File: src/hdl/bavg_pkg.sv
// Package for the block average downsampler: widths, register indexes,
// the queue item type and the back-end state type. No dependencies.
package bavg_pkg;

    localparam int MAX_WIDTH = 4096;
    localparam int MAX_BLOCK = 64;
    localparam int MAX_HEIGHT = 65535;

    localparam int DEPTH_W = 16;
    localparam int ROW_W   = 16;
    localparam int COL_W   = $clog2(MAX_WIDTH);
    localparam int BLK_W   = $clog2(MAX_BLOCK + 1);
    localparam int PH_W    = (MAX_BLOCK > 1) ? $clog2(MAX_BLOCK) : 1;
    localparam int SW_W    = $clog2(MAX_WIDTH + 1);
    localparam int CNT_W   = $clog2(MAX_BLOCK * MAX_BLOCK + 1);
    localparam int SUM_W   = 28;
    localparam int STEP_W  = $clog2(SUM_W);

    localparam int CFG_ADDR_W = 2;
    localparam int CFG_DATA_W = 16;

    // Configuration register indexes
    localparam logic [CFG_ADDR_W-1:0] REG_BLOCK_ROWS = 2'd0;
    localparam logic [CFG_ADDR_W-1:0] REG_BLOCK_COLS = 2'd1;
    localparam logic [CFG_ADDR_W-1:0] REG_SRC_WIDTH  = 2'd2;
    localparam logic [CFG_ADDR_W-1:0] REG_SRC_HEIGHT = 2'd3;

    // One classified sample handed from front to back
    typedef struct packed {
        logic signed [DEPTH_W-1:0] depth;
        logic [COL_W-1:0]          col;
        logic [ROW_W-1:0]          row;
        logic                      start;
        logic                      acc;
        logic                      emit;
        logic                      last;
        logic [CNT_W-1:0]          cnt;
    } t_item;

    typedef enum logic [2:0] {
        ST_IDLE,
        ST_ACC,
        ST_DIV,
        ST_DONE
    } t_state;

    // Back-end control strobes
    typedef struct packed {
        logic q_pop;
        logic ram_we;
        logic div_load;
        logic out_load;
    } t_back_ctl;

endpackage

File: src/hdl/bavg_front.sv
// Front end: configuration registers, raster position counters and
// classification of each sample. Depends on bavg_pkg.
module bavg_front (
    input  logic                                i_clk,
    input  logic                                i_rst_n,
    input  logic                                i_cfg_we,
    input  logic [bavg_pkg::CFG_ADDR_W-1:0]     i_cfg_addr,
    input  logic [bavg_pkg::CFG_DATA_W-1:0]     i_cfg_data,
    input  logic                                i_push,
    input  logic signed [bavg_pkg::DEPTH_W-1:0] i_depth,
    output bavg_pkg::t_item                     o_item
);
    import bavg_pkg::*;

    logic [6:0]  r_block_rows, r_block_cols;
    logic [12:0] r_src_width;
    logic [15:0] r_src_height;

    logic [SW_W-1:0]  r_src_col, n_src_col;
    logic [ROW_W-1:0] r_src_row, n_src_row;
    logic [PH_W-1:0]  r_row_phase, n_row_phase, r_col_phase, n_col_phase;
    logic [ROW_W-1:0] r_grid_row, n_grid_row;
    logic [SW_W-1:0]  r_grid_col, n_grid_col;

    logic [SW_W-1:0]  w, bc;
    logic [ROW_W-1:0] h, br;
    logic [BLK_W-1:0] brs, bcs;
    logic             col_in, row_in;
    logic [SW_W+BLK_W:0]   col_end1, col_end2;
    logic [ROW_W+BLK_W:0]  row_end1, row_end2;
    logic [SW_W:0]    src_col_inc;
    logic [ROW_W:0]   src_row_inc;
    logic [PH_W:0]    cp_inc, rp_inc;

    // Configuration registers
    always_ff @(posedge i_clk) begin
        if (!i_rst_n) begin
            r_block_rows <= 7'd4;
            r_block_cols <= 7'd4;
            r_src_width  <= 13'd4096;
            r_src_height <= 16'd4096;
        end else if (i_cfg_we) begin
            case (i_cfg_addr)
                REG_BLOCK_ROWS: r_block_rows <= i_cfg_data[6:0];
                REG_BLOCK_COLS: r_block_cols <= i_cfg_data[6:0];
                REG_SRC_WIDTH:  r_src_width  <= i_cfg_data[12:0];
                REG_SRC_HEIGHT: r_src_height <= i_cfg_data[15:0];
                default: ;
            endcase
        end
    end

    // Effective sizes: zero acts as one, saturate, clip block to source
    always_comb begin
        brs = (r_block_rows == '0) ? BLK_W'(1) :
              (r_block_rows > 7'(MAX_BLOCK)) ? BLK_W'(MAX_BLOCK) : BLK_W'(r_block_rows);
        bcs = (r_block_cols == '0) ? BLK_W'(1) :
              (r_block_cols > 7'(MAX_BLOCK)) ? BLK_W'(MAX_BLOCK) : BLK_W'(r_block_cols);
        w   = (r_src_width == '0) ? SW_W'(1) :
              (r_src_width > 13'(MAX_WIDTH)) ? SW_W'(MAX_WIDTH) : SW_W'(r_src_width);
        h   = (r_src_height == '0) ? ROW_W'(1) : r_src_height;
        br  = (ROW_W'(brs) > h) ? h : ROW_W'(brs);
        bc  = (SW_W'(bcs) > w) ? w : SW_W'(bcs);
    end

    // Grid bounds without division: g < n/b  <=>  (g+1)*b <= n
    always_comb begin
        col_end1 = (SW_W+BLK_W+1)'(r_grid_col + SW_W'(1)) * (SW_W+BLK_W+1)'(bc[BLK_W-1:0]);
        col_end2 = (SW_W+BLK_W+1)'(r_grid_col + SW_W'(2)) * (SW_W+BLK_W+1)'(bc[BLK_W-1:0]);
        row_end1 = (ROW_W+BLK_W+1)'({1'b0, r_grid_row} + 17'd1)
                   * (ROW_W+BLK_W+1)'(br[BLK_W-1:0]);
        row_end2 = (ROW_W+BLK_W+1)'({1'b0, r_grid_row} + 17'd2)
                   * (ROW_W+BLK_W+1)'(br[BLK_W-1:0]);
        col_in   = col_end1 <= (SW_W+BLK_W+1)'(w);
        row_in   = row_end1 <= (ROW_W+BLK_W+1)'(h);
        cp_inc   = {1'b0, r_col_phase} + (PH_W+1)'(1);
        rp_inc   = {1'b0, r_row_phase} + (PH_W+1)'(1);
    end

    // Classified item
    always_comb begin
        o_item.depth = i_depth;
        o_item.col   = r_grid_col[COL_W-1:0];
        o_item.row   = r_grid_row;
        o_item.start = (r_row_phase == '0) && (r_col_phase == '0);
        o_item.acc   = col_in && row_in;
        o_item.emit  = col_in && row_in && (ROW_W'(rp_inc) >= br) && (SW_W'(cp_inc) >= bc);
        o_item.last  = (row_end2 > (ROW_W+BLK_W+1)'(h)) && (col_end2 > (SW_W+BLK_W+1)'(w));
        o_item.cnt   = CNT_W'(br[BLK_W-1:0]) * CNT_W'(bc[BLK_W-1:0]);
    end

    // Position counter update
    always_comb begin
        n_src_col   = r_src_col;
        n_src_row   = r_src_row;
        n_row_phase = r_row_phase;
        n_col_phase = r_col_phase;
        n_grid_row  = r_grid_row;
        n_grid_col  = r_grid_col;
        src_col_inc = {1'b0, r_src_col} + (SW_W+1)'(1);
        src_row_inc = {1'b0, r_src_row} + (ROW_W+1)'(1);
        if (i_push) begin
            n_src_col = src_col_inc[SW_W-1:0];
            if (col_in) begin
                if (SW_W'(cp_inc) >= bc) begin
                    n_col_phase = '0;
                    n_grid_col  = r_grid_col + SW_W'(1);
                end else begin
                    n_col_phase = cp_inc[PH_W-1:0];
                end
            end
            if (src_col_inc >= (SW_W+1)'(w)) begin
                n_src_col   = '0;
                n_col_phase = '0;
                n_grid_col  = '0;
                n_src_row   = src_row_inc[ROW_W-1:0];
                if (row_in) begin
                    if (ROW_W'(rp_inc) >= br) begin
                        n_row_phase = '0;
                        n_grid_row  = r_grid_row + ROW_W'(1);
                    end else begin
                        n_row_phase = rp_inc[PH_W-1:0];
                    end
                end
                if (src_row_inc >= (ROW_W+1)'(h)) begin
                    n_src_row   = '0;
                    n_row_phase = '0;
                    n_grid_row  = '0;
                end
            end
        end
    end

    always_ff @(posedge i_clk) begin
        if (!i_rst_n) begin
            r_src_col   <= '0;
            r_src_row   <= '0;
            r_row_phase <= '0;
            r_col_phase <= '0;
            r_grid_row  <= '0;
            r_grid_col  <= '0;
        end else begin
            r_src_col   <= n_src_col;
            r_src_row   <= n_src_row;
            r_row_phase <= n_row_phase;
            r_col_phase <= n_col_phase;
            r_grid_row  <= n_grid_row;
            r_grid_col  <= n_grid_col;
        end
    end
endmodule

File: config.mk
export PLATFORM = sky130hd
export DESIGN_NAME = bavg_front
export DESIGN_NICKNAME = d
export VERILOG_FILES = /design/src/hdl/bavg_pkg.sv /design/src/hdl/bavg_front.sv
export SDC_FILE = /design/constraint.sdc
export NUM_CORES = 1
export LEC_CHECK = 0
export ABC_CLOCK_PERIOD_IN_PS = 22300
export BUFFER_PORTS_ARGS = -buffer_cell sky130_fd_sc_hd__buf_2
export CAP_MARGIN = 20
export CELL_PAD_IN_SITES_DETAIL_PLACEMENT = 1
export CELL_PAD_IN_SITES_GLOBAL_PLACEMENT = 2
export CORE_MARGIN = 4
export CORE_UTILIZATION = 42
export DETAILED_ROUTE_END_ITERATION = 16
export PLACE_DENSITY = 0.86
export SLEW_MARGIN = 40
export SYNTH_ARGS = -nofsm -noshare
export SYNTH_HDL_FRONTEND = slang
export SYNTH_SLANG_ARGS = --single-unit
File: constraint.sdc
create_clock -name i_clk -period 22.3 [get_ports i_clk]
set_input_delay 1.115 -clock i_clk [delete_from_list [all_inputs] [get_ports i_clk]]
set_output_delay 1.115 -clock i_clk [all_outputs]
set_load 0.01 [all_outputs]
==> metrics.txt <==
Critical Path Start Type=flop; Synth Flop Type=dfxtp_1; Yosys top cell area share=23.8%; DRC=0; io pins=99; Max VDD drop=0.0539 mV; hold path cells=2; RSZ-0062 raised after global routing=no; Power, Total=646 uW; leakage power=0.0126 uW; synth top area cells=fa_1 (24%), ha_1 (16%), dfxtp_1 (9.3%); synthesized instance count=3,115; outcome=finished, final reports clean; clock sinks=113; FF+latch area=2260 um^2; HP Class=reg2reg; Rel. slew slack=43.9%; Post-synth top cells=inv_1 (422), nand2_1 (408), nor2_1 (352); placed instance area=25,200 um^2; antenna violations before repair=1; gr usage total=26.3%; Setup Buffers After CTS=0; Clock Tree Root=clkbuf_16; row cnt=87; Die Y=249 um; vias post-DR=21,755; die area=61,900 um^2; TNS Setup=0 ps; clock buffer depth=2; WHS=465 ps; Final nets=3,720; Worst path slowest cell=o41ai_1; final global-route overflow total=0; critical path data required time=21,190 ps; vias in the first global route=24,062; fill count=6,977; CTS tree=yes; Max Cap Viol=0; Area Growth Syn to Fin=6.24%; Yosys reg bits=113; routed vias/inst=5.66; Post-DRT Antenna Nets=0; Initial Util=42.8%; later-pin clock latency in the skew report=450 ps; top-count cell post-synth=inv_1; EDFF count, synth=0; DRT iter0 DRCs=1,040; detailed placement HPWL=65.4 mm; Die W=249 um; Slew Viols, Final=0; Total Wirelength=81.4 mm; wire length of the first global-routing pass=132 mm; Cell variety after synth=76; GPL Wtd Cong=0.921; mapped cell area=24,300 um^2; Avg WL per Cell=21.2 um; H-tree depth=4; CP Class=reg2out; max incr delay on CP=650 ps; post-synthesis async set-or-reset flop share=0%; clk_skew=13.1 ps; cells on worst reg2reg path=37; Synth area leader=fa_1; CP max FO=23; Worst-path clk slew=60 ps; Most common cell on crit path=fa_1; Final Cycle Share=53.9%; post-cts sizing count=0; area taken by multi-input logic gates=19,900 um^2; CTS hold repair buffers=0; total CTS buffers=17; PortBufs=66; CP endpoint kind=primary output; register area share after synthesis=9.29%; final setup fails=0; CP arrival=10,910 ps; pwr dens=25.0 nW/um^2; largest net degree at the start of global routing=70; average size of a mapped cell=7.82 um^2; Post-Route Utilization=45.4%; yosys warns=0; fmax=83.2 MHz; R2R Setup Slk=11,590 ps; final hold vios=0; drt pass-1 iters=7; syn nets=3,759; Worst-Margin Slew=836 ps; Final min period=12,020 ps; Core Footprint=56,900 um^2; Finished Cell Area=25,900 um^2; layout cells sized above 1=5.96%
[layout make-up]
class	instances	area share, %
sequential	113	8.75
timing repair buffer	97	2.18
inverter	436	6.33
antenna	1	0.00968
multi-input combinational	2411	76.8
clock buffer	18	1.66
tap	756	3.66
clock inverter	14	0.610
[registers in the layout, indices dropped and copies added, names as in the netlist]
register and cells:
r_block_cols 7, r_block_rows 7, r_col_phase 6, r_grid_col 13, r_grid_row 16, r_row_phase 6, r_src_col 13, r_src_height 16
r_src_row 16, r_src_width 13
[power by group]
group,internal (uW),switching [uW],total (uW)
Combinational,48.4,105,154
Sequential,206,4.05,210
Clock,166,117,283
[placed cells by master, fill, tap and decap left out, drive strengths merged, types with 10 or more instances in the layout]
master  instances
a21o           32
nand3          78
a21oi         148
and2           23
inv           437
o211ai         24
xor2           60
o21a           24
nor2          352
a211oi         25
nand4          43
a31oi          19
nand2b         30
nor3           42
buf            97
mux2i          34
o21ai          88
ha            317
dfxtp         113
nor4           21
fa            289
nand3b         15
clkbuf         18
o21bai         12
nand2         408
a211o          10
and3           32
nor2b          28
xnor2         101
or2            30
[per-layer routing]
metal | vias to the layer above | track usage, % | part of all wire, %
met5 | - | 0 | 0
met2 | 473 | 46.2 | 49
met3 | 146 | 4.28 | 4.4
met4 | 0 | 9.68 | 4.0
met1 | 11000 | 32.5 | 42
li1 | 10136 | - | -
[path summary, 6_finish.rpt]
check	to	start
worst max-delay path	o_item[14]	r_src_height[9]$_SDFFE_PN0P_
worst min-delay path	r_src_height[1]$_SDFFE_PN0P_	r_src_height[1]$_SDFFE_PN0P_
worst max register to register	r_grid_row[14]$_SDFFE_PN0P_	r_src_height[9]$_SDFFE_PN0P_
worst min register to register	r_src_height[1]$_SDFFE_PN0P_	r_src_height[1]$_SDFFE_PN0P_
[cells by family after synthesis]
family / Yosys count / share of synthesized area (%)
mux: 36 / 1.49
simple gates: 1134 / 21.2
flops: 113 / 9.29
xor+xnor: 162 / 5.88
buf+inv: 591 / 9.57
compound gates: 473 / 12.5
fa+ha+maj: 606 / 40.1
[worst max-delay path, delay by kind of cell (launching register included)]
family / cells / cell delay, ps
compound gates: 14 / 3180
fa+ha+maj: 7 / 2910
simple gates: 11 / 2650
buf+inv: 5 / 1230
flops: 1 / 340
xor+xnor: 1 / 90
[metrics by stage]
| stage | instances | setup WS [ps] |
|---|---|---|
| floorplan | 3115 | 12540 |
| global placement | 3813 | 10880 |
| detailed placement | 3813 | 10800 |
| CTS | 3845 | 10270 |
| global route | 3845 | 9630 |
| finish | 3846 | 10280 |
Note: power is estimated with default switching activity, not from simulation.
