File: config.mk
export PLATFORM = sky130hd
export DESIGN_NAME = bavg_queue
export DESIGN_NICKNAME = d
export VERILOG_FILES = /design/src/hdl/bavg_pkg.sv /design/src/hdl/bavg_queue.sv
export SDC_FILE = /design/constraint.sdc
export NUM_CORES = 1
export LEC_CHECK = 0
export BUFFER_PORTS_ARGS = -buffer_cell sky130_fd_sc_hd__clkbuf_2
export CAP_MARGIN = 20
export CORE_MARGIN = 1
export CORE_UTILIZATION = 49
export CTS_BUF_LIST = sky130_fd_sc_hd__clkbuf_16
export DETAILED_ROUTE_END_ITERATION = 10
export GPL_ROUTABILITY_DRIVEN = 0
export PLACE_DENSITY = 0.84
export SYNTH_ARGS = -nofsm -noshare
export SYNTH_HDL_FRONTEND = slang
export SYNTH_SLANG_ARGS = --single-unit
File: constraint.sdc
create_clock -name i_clk -period 4.6 [get_ports i_clk]
set_input_delay 0.69 -clock i_clk [delete_from_list [all_inputs] [get_ports i_clk]]
set_output_delay 0.69 -clock i_clk [all_outputs]
set_load 0.03 [all_outputs]
File: src/hdl/bavg_pkg.sv
// Package for the block average downsampler: widths, register indexes,
// the queue item type and the back-end state type. No dependencies.
package bavg_pkg;

    localparam int MAX_WIDTH = 4096;
    localparam int MAX_BLOCK = 64;
    localparam int MAX_HEIGHT = 65535;

    localparam int DEPTH_W = 16;
    localparam int ROW_W   = 16;
    localparam int COL_W   = $clog2(MAX_WIDTH);
    localparam int BLK_W   = $clog2(MAX_BLOCK + 1);
    localparam int PH_W    = (MAX_BLOCK > 1) ? $clog2(MAX_BLOCK) : 1;
    localparam int SW_W    = $clog2(MAX_WIDTH + 1);
    localparam int CNT_W   = $clog2(MAX_BLOCK * MAX_BLOCK + 1);
    localparam int SUM_W   = 28;
    localparam int STEP_W  = $clog2(SUM_W);

    localparam int CFG_ADDR_W = 2;
    localparam int CFG_DATA_W = 16;

    // Configuration register indexes
    localparam logic [CFG_ADDR_W-1:0] REG_BLOCK_ROWS = 2'd0;
    localparam logic [CFG_ADDR_W-1:0] REG_BLOCK_COLS = 2'd1;
    localparam logic [CFG_ADDR_W-1:0] REG_SRC_WIDTH  = 2'd2;
    localparam logic [CFG_ADDR_W-1:0] REG_SRC_HEIGHT = 2'd3;

    // One classified sample handed from front to back
    typedef struct packed {
        logic signed [DEPTH_W-1:0] depth;
        logic [COL_W-1:0]          col;
        logic [ROW_W-1:0]          row;
        logic                      start;
        logic                      acc;
        logic                      emit;
        logic                      last;
        logic [CNT_W-1:0]          cnt;
    } t_item;

    typedef enum logic [2:0] {
        ST_IDLE,
        ST_ACC,
        ST_DIV,
        ST_DONE
    } t_state;

    // Back-end control strobes
    typedef struct packed {
        logic q_pop;
        logic ram_we;
        logic div_load;
        logic out_load;
    } t_back_ctl;

endpackage

File: src/hdl/bavg_queue.sv
// Two-entry item queue between front and back end. Depends on bavg_pkg.
module bavg_queue (
    input  logic            i_clk,
    input  logic            i_rst_n,
    input  logic            i_push,
    input  bavg_pkg::t_item i_item,
    output logic            o_full,
    input  logic            i_pop,
    output logic            o_empty,
    output bavg_pkg::t_item o_item
);
    import bavg_pkg::*;

    t_item      r_mem [2];
    logic       r_wptr, r_rptr;
    logic [1:0] r_count;
    logic       do_push, do_pop;

    assign o_full  = (r_count == 2'd2);
    assign o_empty = (r_count == 2'd0);
    assign o_item  = r_mem[r_rptr];
    assign do_push = i_push && !o_full;
    assign do_pop  = i_pop && !o_empty;

    // Storage
    always_ff @(posedge i_clk) begin
        if (do_push) begin
            r_mem[r_wptr] <= i_item;
        end
    end

    // Pointers and fill count
    always_ff @(posedge i_clk) begin
        if (!i_rst_n) begin
            r_wptr  <= 1'b0;
            r_rptr  <= 1'b0;
            r_count <= 2'd0;
        end else begin
            if (do_push) r_wptr <= !r_wptr;
            if (do_pop)  r_rptr <= !r_rptr;
            r_count <= r_count + {1'b0, do_push} - {1'b0, do_pop};
        end
    end
endmodule

==> results.sh, run 1 <==
export IMPL_ys_ff_latch=127
export IMPL_fill_cells=690
export IMPL_status="finished, final reports clean"
export IMPL_firstDrtPassIters=4
export IMPL_wire_per_inst_um=15.3
export IMPL_fin_nets=426
export IMPL_ys_types=18
export IMPL_hold_path_class="in2reg"
export IMPL_cp_arrival_ps=2320
export IMPL_slew_headroom_pct=32.8
export IMPL_use_met3_pct=5.68
export IMPL_worst_pin_slew_ps=1010
export IMPL_postCtsHoldBufs=0
export IMPL_leakage_nw=2.55
export IMPL_place_inst=473
export IMPL_io_pins=128
export IMPL_overflow=0
export IMPL_setup_ws_ps=1590
export IMPL_min_period_ps=3010
export IMPL_cpMaxStageDelayCell="dfxtp_4"
export IMPL_syn_area_per_cell_um2=22.8
export IMPL_hold_viol_final=0
export IMPL_io_buffers=127
export IMPL_instances_no_fill=505
export IMPL_start_kind="register"
export IMPL_powerDensity_mw_per_mm2=669
export IMPL_clkTransAtPathRegs_ps=50
export IMPL_detailed_place_hpwl_um=5090
export IMPL_area_growth_syn_to_layout_pct=26.5
export IMPL_synth_fa_ha_area_share_pct=0.506
export IMPL_die_w_um=102
export IMPL_initial_core_util_pct=50.6
export IMPL_met1_usage_pct=16.7
export IMPL_maxCapViolations=0
export IMPL_cpLargestDelayFamily="flip-flops"
export IMPL_num_antenna_cells=0
export IMPL_crit_path_cell_trace="buf_4 > mux2_4 > clkbuf_2"
export IMPL_remaining_drc_errors=0
export IMPL_clockBufferDepth=2
export IMPL_grt_max_degree=51
export IMPL_max_stage_delay_ps=960
export IMPL_antenna_found_initial=0
export IMPL_postCtsSetupBuffers=0
export IMPL_required_ps=3910
export IMPL_syn_cell_area_mm2=0.00494
export IMPL_fmax_mhz=333
export IMPL_cts_sink_count=127
export IMPL_vdd_drop_max_v=0.000413
export IMPL_die_h_um=102
export IMPL_viasPerCell=4.77
export IMPL_post_place_ws_ps=2020
export IMPL_drt_iter0_markers=89
export IMPL_synthXorXnorAreaFrac_pct=0.355
export IMPL_grt_pass1_vias=2427
export IMPL_dpl_instance_area_mm2=0.00565
export IMPL_synthCells=217
export IMPL_dieArea_mm2=0.0105
export IMPL_synth_simple_area_share_pct=1.27
export IMPL_grt_use_total_pct=15.3
export IMPL_synth_top_family_by_area="multiplexers"
export IMPL_routed_via_count=2408
export IMPL_final_area_mm2=0.00625
export IMPL_setup_viol=0
export IMPL_cp_buffers_inverters=2
export IMPL_synthMuxAreaShare_pct=18.7
export IMPL_yosys_warnings=0
export IMPL_core_mm2=0.00977
export IMPL_rsz0062_at_grt="no"
export IMPL_cts_tree="done"
export IMPL_worst_setup_path_type="reg2out"
export IMPL_htree_levels=4
export IMPL_layout_drive_gt1_share_pct=59.9
export IMPL_path_max_fanout=50
export IMPL_period_share_pct=65.3
export IMPL_skew_ps=10.3
export IMPL_fin_total_pwr_mw=4.18
export IMPL_antenna_left=0
export IMPL_ys_seq_area_share_pct=76.2
export IMPL_report_final_slew_viol_count=0
export IMPL_syn_num_nets=284
export IMPL_numCtsBuffers=17
export IMPL_grtUsageMet2_pct=25.7
export IMPL_r2r_slack_ps=2250
export IMPL_cts_root_buf="clkbuf_16"
export IMPL_insertion_delay_ps=400
export IMPL_cts_resized=0
export IMPL_cp_end_kind="output port"
export IMPL_drt_total_wl_um=7750
export IMPL_top_usage_layer="met2"
export IMPL_grt_pass1_wl_um=11300
export IMPL_synth_compound_area_share_pct=0.152
export IMPL_tns_ps=0
export IMPL_rows=36
path summary, 6_finish.rpt:
| check | startpoint | end | depth (start not counted) |
|---|---|---|---|
| setup / recovery | register | o_item[2] | 3 |
| hold / removal | i_item[38] | r_mem[0][38] | 1 |
| setup reg to reg | r_count[0] | r_mem[0][28] | 4 |
| hold reg to reg | r_rptr | register | 2 |
state kept, by name, indices dropped and copies added, names as in the netlist, named ones only:
signal / flops
r_mem: 122
r_count: 2
r_rptr: 1
r_wptr: 1
cell type report:
class | instances | area [µm²] | share of cell area [%]
Multi-Input combinational cell | 80 | 1040 | 16.7
Clock buffer | 17 | 425 | 6.81
Timing Repair Buffer | 130 | 658 | 10.5
Clock inverter | 15 | 178 | 2.84
Tap cell | 133 | 166 | 2.66
Inverter | 3 | 11.3 | 0.180
Sequential cell | 127 | 3770 | 60.3
logic make-up after synthesis:
kind of cell | count (synthesis)
and+or+nand+nor | 13
xor gates and xnor gates | 2
AOI/OAI and AO/OA | 1
muxes | 62
adders and majority gates | 2
DFF | 127
buffers and inverters | 10
report_power, final:
part / leakage (nW) / internal (mW) / switching (mW) / total [mW]
logic: 1.06 / 0.504 / 0.705 / 1.21
registers: 1.18 / 1.50 / 0.141 / 1.64
clock network: 0.306 / 0.893 / 0.444 / 1.34
cell usage after synthesis:
cell	number	area, µm²
and3_1	1	6.26
and2_1	2	12.5
nor2_1	5	18.8
mux2_2	1	11.3
buf_6	1	11.3
nor3_1	1	5.00
edfxtp_1	122	3660
ha_1	2	25.0
buf_12	6	120
dfxtp_1	5	100
inv_1	3	11.3
xor2_1	1	8.76
mux2_4	60	901
o21a_1	1	7.51
nand2b_1	2	12.5
nand2_1	2	7.51
xnor2_1	1	8.76
mux2i_1	1	10.0
placed cells by master, fill, tap and decap left out, drive strengths merged:
cell type,count
xor2,1
xnor2,1
nor3,1
inv,5
nand2b,2
mux2i,1
clkinv,8
clkinvlp,1
clkbuf,144
nand2,2
nor2,5
ha,2
and2,2
buf,3
bufinv,4
o21a,1
edfxtp,122
and3,1
mux2,61
dfxtp,5
layer usage:
layer / vias up / wire length, µm
met4: 0 / 156
met1: 1165 / 3180
li1: 1135 / -
met3: 13 / 490
met2: 95 / 3930
met5: - / 0
worst reg2reg max path, cell delays in order, from the launching register on:
cell	delay, ps
dfxtp_1	370
nand2b_1	170
nand2_1	150
nor2_4	790
buf_4	500
per-stage QoR:
step | util, % | hold slack (ps)
final | 63.9 | 476
after global routing | 63.9 | 462
after CTS | 63.9 | 458
after detailed placement | 57.8 | 514
after global placement | 57.8 | 495
after floorplan | - | 455
Power figures use the tool's default switching activity.
==> run 2: changes to the inputs <==
clock period = 2.9 ns   (was 4.6 ns; I/O delays follow)
==> run 2 against run 1 <==
  * Non-clock buffer count is 4 higher
  * Die area is the same
  * Count of clock-buffer cells in the layout is the same
  * Total power is 63% higher
  * Clock power up 69%
  * Final cell count increased by 0.59%
  * Via count rose by 0.75%
  * Critical path type unchanged
  * Largest cell class unchanged
  * Largest power group unchanged
==> results.sh, run 2 (same netlist as run 1, synthesis figures left out) <==
export IMPL_rows=36
export IMPL_cts_sink_count=127
export IMPL_vdd_drop_max_v=0.000708
export IMPL_postCtsSetupBuffers=0
export IMPL_hold_slack_ps=223
export IMPL_largestRegisters="r_mem (122), r_count (2)"
export IMPL_wire_per_inst_um=15.4
export IMPL_required_ps=2470
export IMPL_maxCapViolations=0
export IMPL_fin_nets=430
export IMPL_io_buffers=127
export IMPL_grt_pass1_wl_um=11500
export IMPL_clkTransAtPathRegs_ps=60
export IMPL_status="finished, final reports clean"
export IMPL_drt_iter0_markers=50
export IMPL_most_common_layout_cells="clkbuf_2, edfxtp_1, mux2_4"
export IMPL_dieArea_mm2=0.0105
export IMPL_met1_usage_pct=18.0
export IMPL_grtUsageMet2_pct=25.7
export IMPL_start_kind="register"
export IMPL_initial_core_util_pct=50.6
export IMPL_clockBufferDepth=2
export IMPL_worst_pin_slew_ps=532
export IMPL_insertion_delay_ps=400
export IMPL_antenna_found_initial=0
export IMPL_postCtsHoldBufs=0
export IMPL_firstDrtPassIters=4
export IMPL_layout_drive_gt1_share_pct=60.8
export IMPL_core_mm2=0.00977
export IMPL_overflow=0
export IMPL_fmax_mhz=449
export IMPL_cp_end_kind="output port"
export IMPL_top_usage_layer="met2"
export IMPL_final_area_mm2=0.00633
export IMPL_area_growth_syn_to_layout_pct=28.1
export IMPL_largest_register="r_mem"
export IMPL_viasPerCell=4.78
export IMPL_slew_headroom_pct=64.5
export IMPL_setup_viol=0
export IMPL_cts_root_buf="clkbuf_16"
export IMPL_worst_setup_path_type="reg2out"
export IMPL_use_met3_pct=5.06
export IMPL_antenna_left=0
export IMPL_cp_arrival_ps=1790
export IMPL_detailed_place_hpwl_um=5370
export IMPL_num_antenna_cells=0
export IMPL_period_share_pct=76.8
export IMPL_numCtsBuffers=17
export IMPL_fin_total_pwr_mw=6.80
export IMPL_powerDensity_mw_per_mm2=1070
export IMPL_cts_resized=0
export IMPL_grt_pass1_vias=2395
export IMPL_leakage_nw=2.57
export IMPL_report_final_slew_viol_count=0
export IMPL_die_w_um=102
export IMPL_die_h_um=102
export IMPL_final_common_cell="clkbuf_2"
export IMPL_htree_levels=4
export IMPL_grt_max_degree=39
export IMPL_largest_register_ffs=122
export IMPL_grt_use_total_pct=15.5
export IMPL_skew_ps=4.57
export IMPL_remaining_drc_errors=0
export IMPL_hold_path_class="in2reg"
export IMPL_min_period_ps=2230
export IMPL_io_pins=128
export IMPL_dpl_instance_area_mm2=0.00569
export IMPL_cts_tree="done"
export IMPL_path_max_fanout=19
export IMPL_tns_ps=0
export IMPL_hold_viol_final=0
export IMPL_routed_via_count=2426
export IMPL_rsz0062_at_grt="no"
export IMPL_drt_total_wl_um=7830
[run 2: path summary, 6_finish.rpt]
check	depth (start not counted)	slack, ps	to	start
setup / recovery	3	670	o_item[26]	register
hold / removal	1	220	r_mem[0][42]	i_item[42]
setup reg to reg	3	1070	r_mem[1][50]	r_count[0]
hold reg to reg	2	530	register	r_rptr
[run 2: worst max-delay path, cell delays in order (launching register included)]
cell	delay [ps]
dfxtp_4	570
buf_4	320
mux2_4	320
clkbuf_2	180
[run 2: power by group]
part           total, mW  switching (mW)  internal (mW)
Combinational       2.03            1.21          0.821
Clock               2.26           0.739           1.52
Sequential          2.51           0.139           2.37
[run 2: stage by stage]
stage	util [%]	cells	setup slack [ps]
floorplan	-	217	297
global placement	58.2	477	1070
detailed placement	58.2	477	1050
CTS	64.8	508	632
global route	64.8	508	586
finish	64.8	508	674
[run 2: layout make-up]
cell class | instances | area [µm²]
clock inverter | 14 | 216
sequential | 127 | 3770
tap | 133 | 166
timing repair buffer | 134 | 701
clock buffer | 17 | 425
inverter | 3 | 11.3
multi-input combinational | 80 | 1040
fill | 699 | 3440
[run 2: per-layer routing]
metal,up-vias,wire [µm]
met4,0,102
met3,9,430
met2,84,4030
li1,1145,-
met1,1188,3270
met5,-,0
==> run 3: changes to the inputs <==
CORE_UTILIZATION = 47   (was 49)
clock period = 1.95 ns   (was 2.9 ns; I/O delays follow)
==> run 3 against run 2 <==
  * Largest power group unchanged
  * Die area rose by 4.2%
  * Utilization fell by 3.6 points
  * Register-to-register slack got worse by 840 ps
  * Clock skew rose by 1.2 ps
  * Non-clock buffer count rose by 1
  * Wire length rose by 2.4%
  * Highest routed layer unchanged
  * First-iteration DRC count rose by 60%
  * Largest cell class unchanged
  * Critical endpoint is now o_item[60]
  * Global-route usage rose by 0.46 points
  * Critical path type unchanged
  * Sequential share of layout area rose by 0.40 points
  * Combinational power rose by 57%
==> results.sh, run 3 (same netlist as run 1, synthesis figures left out) <==
export IMPL_regArea_mm2=0.00377
export IMPL_worst_pin_slew_ps=421
export IMPL_insertion_delay_ps=400
export IMPL_io_buffers=127
export IMPL_vdd_drop_max_v=0.000986
export IMPL_io_pins=128
export IMPL_grt_max_degree=33
export IMPL_numCtsBuffers=17
export IMPL_layout_drive_gt1_share_pct=59.2
export IMPL_r2r_slack_ps=230
export IMPL_rr_worst_depth=8
export IMPL_final_common_cell="clkbuf_2"
export IMPL_worst_setup_path_type="reg2out"
export IMPL_clockBufferDepth=2
export IMPL_grt_use_total_pct=15.9
export IMPL_rows=37
export IMPL_postCtsHoldBufs=0
export IMPL_switching_share_pct=31.5
export IMPL_hold_viol_final=0
export IMPL_fill_cells=784
export IMPL_detailed_place_hpwl_um=5200
export IMPL_slew_headroom_pct=71.9
export IMPL_num_antenna_cells=0
export IMPL_remaining_drc_errors=0
export IMPL_final_util_pct=61.2
export IMPL_antenna_found_initial=0
export IMPL_overflow=0
export IMPL_hold_slack_ps=82.0
export IMPL_path_max_fanout=23
export IMPL_clkTransAtPathRegs_ps=50
export IMPL_instances_no_fill=513
export IMPL_largestRegisters="r_mem (122), r_count (2)"
export IMPL_cp_arrival_ps=1600
export IMPL_clkPwrFrac_pct=29.3
export IMPL_grt_pass1_wl_um=12700
export IMPL_drt_iter0_markers=80
export IMPL_drt_total_wl_um=8020
export IMPL_wire_per_inst_um=15.6
export IMPL_hold_path_depth=1
export IMPL_initial_core_util_pct=48.1
export IMPL_core_mm2=0.0103
export IMPL_required_ps=1660
export IMPL_final_area_mm2=0.00629
export IMPL_hold_end="r_mem[1][57]"
export IMPL_grt_pass1_vias=2541
export IMPL_crit_reg2reg_launch="r_count[0]"
export IMPL_combinationalPowerShare_pct=32.8
export IMPL_die_w_um=105
export IMPL_rsz0062_at_grt="no"
export IMPL_status="finished, final reports clean"
export IMPL_largest_register="r_mem"
export IMPL_power_frac_seq_pct=37.9
export IMPL_cts_root_buf="clkbuf_16"
export IMPL_start_kind="register"
export IMPL_area_growth_syn_to_layout_pct=27.3
export IMPL_die_h_um=105
export IMPL_firstDrtPassIters=4
export IMPL_cts_tree="done"
export IMPL_p_switching_mw=3.06
export IMPL_r2r_end="r_count[1]"
export IMPL_report_final_slew_viol_count=0
export IMPL_setup_viol=0
export IMPL_largest_register_ffs=122
export IMPL_min_delay_start="i_item[57]"
export IMPL_powerDensity_mw_per_mm2=1540
export IMPL_tns_ps=0
export IMPL_dieArea_mm2=0.0109
export IMPL_antenna_left=0
export IMPL_p_int_mw=6.66
export IMPL_maxCapViolations=0
export IMPL_cts_sink_count=127
export IMPL_period_share_pct=96.9
export IMPL_leakage_nw=2.57
export IMPL_most_common_layout_cells="clkbuf_2, edfxtp_1, mux2_4"
export IMPL_place_inst=479
export IMPL_skew_ps=5.75
export IMPL_hold_path_class="in2reg"
export IMPL_min_period_ps=1890
export IMPL_htree_levels=4
export IMPL_fin_nets=431
export IMPL_routed_via_count=2433
export IMPL_multi_input_area_mm2=0.00104
export IMPL_cp_end_kind="output port"
export IMPL_viasPerCell=4.74
export IMPL_fmax_mhz=529
export IMPL_dpl_instance_area_mm2=0.00571
==> run 3: critical path, cell delays in order (launching register included) <==
cell      delay (ps)
dfxtp_4          430
buf_12           220
mux2_2           350
clkbuf_2         180
==> run 3: what timing repair did <==
action                                  in CTS  in global routing
resized for setup                            1                  2
gates cloned                                 1                  0
endpoints found under the setup margin      42                 30
endpoints found under the hold margin        0                  0
setup buffers                                2                  0
pin swaps                                    0                  0
==> run 3: per-layer routing <==
layer	GRT usage, %	routed length (µm)	up-vias
met5	0	0	-
met4	7.04	121	0
met3	5.36	476	10
met2	28.2	4330	93
met1	17.1	3090	1183
li1	-	-	1147
==> run 3: power by group through the flow <==
stage                     Sequential [mW]  Combinational [mW]  Clock (mW)
after global placement               3.72                3.09           0
after CTS                            3.68                3.30        2.91
final                                3.68                3.18        2.85
after detailed placement             3.75                3.14           0
after floorplan                      3.67                2.58           0
after global routing                 3.72                3.36        3.04
==> run 3: area by class of cell <==
type                       count  area share, %
inverter                       3          0.179
multi-input combinational     80           16.6
tap                          136           2.71
sequential                   127           59.9
clock inverter                15           1.87
clock buffer                  17           6.76
timing repair buffer         135           12.0
==> run 3: stage by stage <==
stage | power (mW) | worst slack [ps]
floorplan | 6.25 | 11.4
global placement | 6.80 | 361
detailed placement | 6.89 | 220
CTS | 9.90 | 0.358
global route | 10.1 | 4.96
finish | 9.72 | 59.7
==> run 3: worst max-delay path by stage <==
stage                          start           to  slack, ps
final                       register   o_item[60]         60
after global routing        register   o_item[60]          5
after CTS                   register   o_item[29]        0.4
after detailed placement  r_count[0]   r_count[1]        220
after global placement    r_count[0]   r_count[1]        360
after floorplan           r_count[0]  r_mem[0][0]         10
